===== config.mk =====
export PLATFORM = sky130hd
export DESIGN_NAME = fpa_div_step
export DESIGN_NICKNAME = d
export VERILOG_FILES = /design/src/assert_macros.svh /design/src/fpa_pkg.sv /design/src/fpa_div_step.sv
export SDC_FILE = /design/constraint.sdc
export NUM_CORES = 1
export LEC_CHECK = 0
export BUFFER_PORTS_ARGS = -buffer_cell sky130_fd_sc_hd__buf_2
export CORE_AREA = 2 2 186 188
export CTS_CLUSTER_SIZE = 25
export DETAILED_ROUTE_END_ITERATION = 10
export DIE_AREA = 0 0 188 190
export GPL_TIMING_DRIVEN = 0
export MAX_ROUTING_LAYER = met4
export SYNTH_ARGS = -nofsm -noshare
export SYNTH_HDL_FRONTEND = slang
export SYNTH_SLANG_ARGS = --single-unit

===== constraint.sdc =====
create_clock -name clk -period 0.9 [get_ports clk]
set_clock_uncertainty 0.15 [all_clocks]
set_input_delay 0.18 -clock clk [delete_from_list [all_inputs] [get_ports clk]]
set_output_delay 0.18 -clock clk [all_outputs]
set_load 0.02 [all_outputs]

===== src/assert_macros.svh =====
// assertion macros shared by the alu rtl
// no dependencies; bodies compile away when SYNTHESIS is defined
`ifndef ASSERT_MACROS_SVH
`define ASSERT_MACROS_SVH
`ifndef SYNTHESIS
`define FPA_ASSERT(lbl, clk, rst_n, prop, msg) \
    lbl: assert property (@(posedge clk) disable iff (!rst_n) prop) else $error(msg);
`define FPA_NEVER(lbl, clk, rst_n, expr, msg) \
    lbl: assert property (@(posedge clk) disable iff (!rst_n) !(expr)) else $error(msg);
`else
`define FPA_ASSERT(lbl, clk, rst_n, prop, msg)
`define FPA_NEVER(lbl, clk, rst_n, expr, msg)
`endif
`endif


===== src/fpa_pkg.sv =====
// shared types, opcodes and helpers for the fixed-point alu
// no dependencies
`default_nettype none
package fpa_pkg;

    localparam int FRAC_BITS_DEF  = 8;
    localparam int QUO_W          = 34;
    localparam int DIV_BITS_STAGE = 2;
    localparam int DIV_STAGES     = QUO_W / DIV_BITS_STAGE;

    typedef enum logic [3:0] {
        OP_ADD     = 4'd0,
        OP_SUB     = 4'd1,
        OP_MUL     = 4'd2,
        OP_DIV     = 4'd3,
        OP_INC     = 4'd4,
        OP_DEC     = 4'd5,
        OP_MIN     = 4'd6,
        OP_MAX     = 4'd7,
        OP_FROM_INT = 4'd8,
        OP_TO_INT  = 4'd9
    } alu_op_t;

    typedef enum logic [1:0] {
        SEL_SIMPLE = 2'd0,
        SEL_MUL    = 2'd1,
        SEL_DIV    = 2'd2
    } res_sel_t;

    typedef struct packed {
        logic [3:0]         kind;
        logic signed [31:0] operand_a;
        logic signed [31:0] operand_b;
    } alu_in_t;

    typedef struct packed {
        logic signed [31:0] result;
        logic               less;
        logic               equal;
        logic               greater;
        logic               error;
    } alu_out_t;

    // payload carried down the pipeline
    typedef struct packed {
        res_sel_t           sel;
        logic               less;
        logic               equal;
        logic               greater;
        logic [31:0]        simple_res;
        logic               simple_err;
        logic               neg;
        logic [63:0]        prod;
        logic [31:0]        rem;
        logic [QUO_W-1:0]   num;
        logic [QUO_W-1:0]   quo;
        logic [31:0]        dvs;
        logic               ovf;
    } pipe_t;

    // sign and magnitude to saturated 32-bit value, error flag on top
    function automatic logic [32:0] sat_sm(input logic neg, input logic [63:0] mag);
        logic [32:0] r;
        if (neg && (mag != 64'd0)) begin
            if (mag > 64'h0000_0000_8000_0000)
                r = {1'b1, 32'h8000_0000};
            else
                r = {1'b0, (~mag[31:0]) + 32'd1};
        end
        else begin
            if (mag > 64'h0000_0000_7FFF_FFFF)
                r = {1'b1, 32'h7FFF_FFFF};
            else
                r = {1'b0, mag[31:0]};
        end
        return r;
    endfunction

endpackage
`default_nettype wire


===== src/fpa_div_step.sv =====
// one pipeline stage of the restoring divider, DIV_BITS_STAGE (2) quotient bits per stage
// depends on fpa_pkg
`default_nettype none
module fpa_div_step
    import fpa_pkg::*;
(
    input  wire logic  clk,
    input  wire logic  rst_n,
    input  wire logic  en,
    input  wire logic  in_valid,
    input  wire pipe_t in_data,
    output logic       out_valid,
    output pipe_t      out_data
);

    logic  valid_reg;
    pipe_t data_reg;
    pipe_t data_next;

    // shift in numerator bits, subtract divisor where it fits
    always_comb
    begin
        logic [32:0] trial;
        data_next = in_data;
        trial     = '0;
        for (int i = 0; i < DIV_BITS_STAGE; i++)
        begin
            trial = {data_next.rem, data_next.num[QUO_W-1]};
            data_next.num = {data_next.num[QUO_W-2:0], 1'b0};
            if (trial >= {1'b0, data_next.dvs})
            begin
                trial = trial - {1'b0, data_next.dvs};
                data_next.quo = {data_next.quo[QUO_W-2:0], 1'b1};
            end
            else
            begin
                data_next.quo = {data_next.quo[QUO_W-2:0], 1'b0};
            end
            data_next.rem = trial[31:0];
        end
    end

    always_ff @(posedge clk or negedge rst_n)
    begin
        if (!rst_n)
            valid_reg <= 1'b0;
        else if (en)
            valid_reg <= in_valid;
    end

    always_ff @(posedge clk)
    begin
        if (en && in_valid)
            data_reg <= data_next;
    end

    assign out_valid = valid_reg;
    assign out_data  = data_reg;

endmodule
`default_nettype wire


After elaboration in Yosys (flattened, before gate mapping). Cells that the tools add are included. W data, S select, Z words.

Memories kept: 0. RAM bits: 0. Bits in registers: 235. Bits in read-only memories: 0. Latch bits: 0. Output and inout port bits: 237. Logic and storage cells: 23. Input bits: 240.

Equal/unequal tests: 0. Shift operators: 0. Multipliers: 0. Mux-type cells: 4. $lt $le $gt $ge: 2. Add/subtract/negate cells: 2. Divide/modulo/power cells: 0. Bitwise logic cells: 0. Reductions and logical operators: 1.

Operators by type and width (number): $ge A33 B32 Y1 (2); $mux W32 (2); $sub A32 B32 Y32 (2); $mux W1 (2); $logic_and A1 B1 Y1 (1).

Longest topological paths before layout.
Depth in word-level cells: 4. Depth in mapped cells: 26. Gate-level depth less buffers: 24.

Least setup slack after synthesis. Ideal clock, no wire load.

Kind: input-to-reg. Start: in in_valid. End: reg data_reg (netlist bit out_data[0]) (enable). Required time: 0.127 ns. Slack: -5.348 ns. Arrival time: 5.475 ns. Stages: 1. Library setup time: 0.623 ns. Buffers on the path: 0. Cells stage by stage: and2_1.

Longest elaborated chain between the ends: 1.

Ends and longest elaborated chain: from (decl) (RTL line fpa_div_step.sv:10) `input wire logic in_valid,`; $logic_and A1 B1 Y1 (RTL line fpa_div_step.sv:53) `if (en && in_valid)`; to (signal assigned) (RTL line fpa_div_step.sv:54) `data_reg <= data_next;`; to (decl) (RTL line fpa_div_step.sv:17) `pipe_t data_reg;`.

Every way passes these cells. A chain may end at the register's enable or synchronous reset.

==> summary.md <==
| Metric | Value |
|---|---|
| Status | finished, violations left |
| Failing checks | negative hold slack, negative setup slack |
| PnR worst setup slack | -4.50 ns |
| Min cycle time layout | 5.40 ns |
| EDFF count, synth | approximately 230 |
| Sink Count | 235 |
| FF-to-FF End | out_valid |
| Vias in the first global route | 10.0k |
| Commonest cells in the netlist | edfxtp_1 (234), ha_1 (64), a21oi_1 (56) |
| Drt drc | 0 |
| Sequential fraction of the synthesis area | 61.9% |
| Clk root buf | clkbuf_16 |
| Initial antenna violation count | 15 |
| Slew @ Worst Pin | 0.622 ns |
| RR Startpoint | out_valid |
| CTS tree | built |
| Number of buffers created by CTS | 27 |
| CTS Hold Bufs | 205 |
| Gpl congestion | between 0.8 and 0.9 |
| Syn Inst Count | 809 |
| Leakage | 8.53 nW |
| CP max-delay cell | a221o_1 |
| Maximum root-to-sink buffer count | 3 |
| Detail Route Antenna Nets | 0 |
| DIE WIDTH | between 150 and 200 µm |
| WP data required | 1.06 ns |
| Final setup fails | about 290 |
| Fill count | 2685 |
| H-tree levels | 1 |
| Setup slack at placement | -5.87 ns |
| YS warnings | 0 |
| Worst EP arrival | 5.56 ns |
| Most common cell in the synthesized netlist | edfxtp_1 |
| Most area-hungry cell type in the Yosys netlist | edfxtp_1 |
| Hold WS | -0.100 ns |
| CP peak stage delay | 0.38 ns |
| Ranking of synthesized cells by area | edfxtp_1 (62%), ha_1 (7.0%), mux2_4 (3.0%), xnor2_1 (2.8%), a21o_1 (2.7%) |
| Max-slew violation count | 0 |
| Max-cap viol count | 0 |
| Fin cells | about 2.1k |
| Multi-input gate area | 0.00449 mm² |
| Post-DP HPWL | 31200 µm |
| DP Cell Count | 1740 |
| Hold Path Class | input port to flip-flop |
| Drt via density | 4.88 |
| Port Buf Inserts | 472 |
| Row count | 68 |
| Final-stage net count | 1882 |
| Reg power frac | 36.1% |
| I/O pin cnt | 477 |
| Unrepaired setup endpoints after global routing | yes |
| Worst skew pair latency | 0.57 ns |
| Worst setup SP type | input port |
| Post-synth cell types | 63 |
| Power consumption | between 30 and 40 mW |
| DR WL/cell | about 22 µm |
| WS Path Type | input port to flip-flop |
| Cell Int Power | between 20 and 30 mW |
| Pwr Density | 1920 mW/mm² |
| GRT Residual Overflow | 0 |
| Portion of total power attributed to the clock network | 29.2% |
| GRT Total Usage | about 25% |
| Rel. slew slack | between 50% and 60% |
| Switching Fraction | 30.1% |
| Die height | 190 µm |
| Seq. cell area | 0.00705 mm² |
| Vias | 10.1k |
| Commonest register cell after synthesis | edfxtp_1 |
| Initial Utilization | 33.6% |
| Routed WL | between 40000 and 50000 µm |
| First-pass GRT wire length | roughly 64000 µm |
| Post-synthesis area per instance | 14.1 µm² |
| DRT Pass-1 Iters | 5 |
| Core area | 0.0339 mm² |
| Critical path capture point type | flip-flop |
| Share of post-route cells with drive strength above 1 | 44.5% |
| Highest Clock Rate | 185 MHz |
| Die ar. | 0.0357 mm² |
| Synthesized area | 0.0114 mm² |
| Clock slew at the register clock pins of the worst setup and hold paths | around 0.06 ns |
| Area delta synth->final | 74.3% |
| Worst vdd ir | 1.85 mV |
| Hold Vio Cnt, Final | 21 |
| Initial DRC count | 460 |
| Hold Path Sink | out_data[111] |
| Finished Cell Area | 0.0199 mm² |
| Largest net degree at the start of global routing | 37 |
| Placed Instance Area | 0.0145 mm² |
| Hold depth | 3 |
| Hold_sp | in_data[109] |
| Ratio of final minimum period to clock period | 600% |
| Cell mode on critical path | a221o_1 |
| Max Fanout on Critical Path | 6 |
| Synth Register Bits | 235 |
| Synth top area share | 61.7% |
| Combinational Power Share | 34.7% |
| Ys async rst share | 0.426% |
| Switch Pwr | 11.5 mW |
| Reg2Reg Setup Slack | -0.27 ns |
| Worst Reg2Reg Path Length in Cells | 3 |
==> area by class of cell <==
cell class	count	area share [%]
timing repair buffer	738	32.7
sequential	235	35.5
clock inverter	22	1.00
multi-input combinational	514	22.6
buffer	12	0.693
clock buffer	28	3.42
antenna	16	0.202
tap	455	2.87
inverter	48	1.00
==> per-layer routing <==
layer	routed length [µm]	global-route usage (%)	up-vias
li1	-	-	4670
met1	18100	29.0	4886
met2	22600	41.2	435
met3	3300	6.66	106
met4	2210	10.8	0
met5	0	-	-
==> stage by stage <==
stage               utilization, %  setup TNS [ns]  hold WS (ns)
floorplan                        -         -512.85        -0.266
global placement              42.6         -736.46        -0.192
detailed placement            42.8         -455.68        -0.194
CTS                           56.8         -278.02        -0.121
global route                  58.5         -286.76       -0.0703
finish                        58.5         -272.05        -0.100
==> layout by cell type, fill, tap and decap left out, types with 28 or more instances in the layout <==
cell type and count:
dlygate4sd3_1 205, a21oi_1 47, a21o_1 41, inv_1 37, nor2_1 31, buf_2 265, nand2_1 29, clkbuf_16 28
xnor2_1 36, ha_1 42, buf_4 43, buf_6 212, edfxtp_1 234
==> how the worst max path moves through the flow <==
stage | from | slack, ns | end
floorplan | in_data[2] | -4.81 | out_data[103]
global placement | in_data[12] | -5.85 | out_data[128]
detailed placement | in_data[12] | -5.87 | out_data[128]
CTS | in_data[2] | -4.51 | out_data[128]
global route | in_data[2] | -4.65 | out_data[126]
finish | in_data[2] | -4.50 | out_data[126]
==> what timing repair did <==
action / 4_1_cts / 5_1_grt
gates cloned: 13 / 1
resized for setup: 365 / 145
setup endpoints to repair: 459 / 294
setup buffers: 39 / 7
endpoints found under the hold margin: 229 / 24
pin swaps: 27 / 5
==> power groups by stage <==
stage                     Clock (mW)  Sequential, mW  Combinational [mW]
after floorplan                    0            15.0                5.80
after global placement             0            13.8                9.95
after detailed placement           0            13.8                10.0
after CTS                       11.4            13.7                12.7
after global routing            11.8            13.8                14.1
final                           11.1            13.8                13.2
==> flip-flops by register name, summed over array words and instances (netlist names) <==
signal and cells:
out_data 234, out_valid 1
==> logic make-up (layout without fill, tap and decap cells) <==
family	Yosys count	in the layout	synth area share (%)
fa+ha+maj	66	66	7.38
other cells	1	18	0.0329
compound gates	189	189	11.4
simple gates	145	147	6.50
buf+inv	63	848	2.49
mux	55	55	6.14
xor+xnor	55	55	4.23
flops	235	235	61.9
==> worst max-delay path, delay by kind of cell <==
family / cells / cell delay [ns]
buf+inv: 6 / 0.70
mux: 1 / 0.31
compound gates: 14 / 3.30
simple gates: 3 / 0.57
fa+ha+maj: 2 / 0.47
Power figures use the tool's default switching activity.
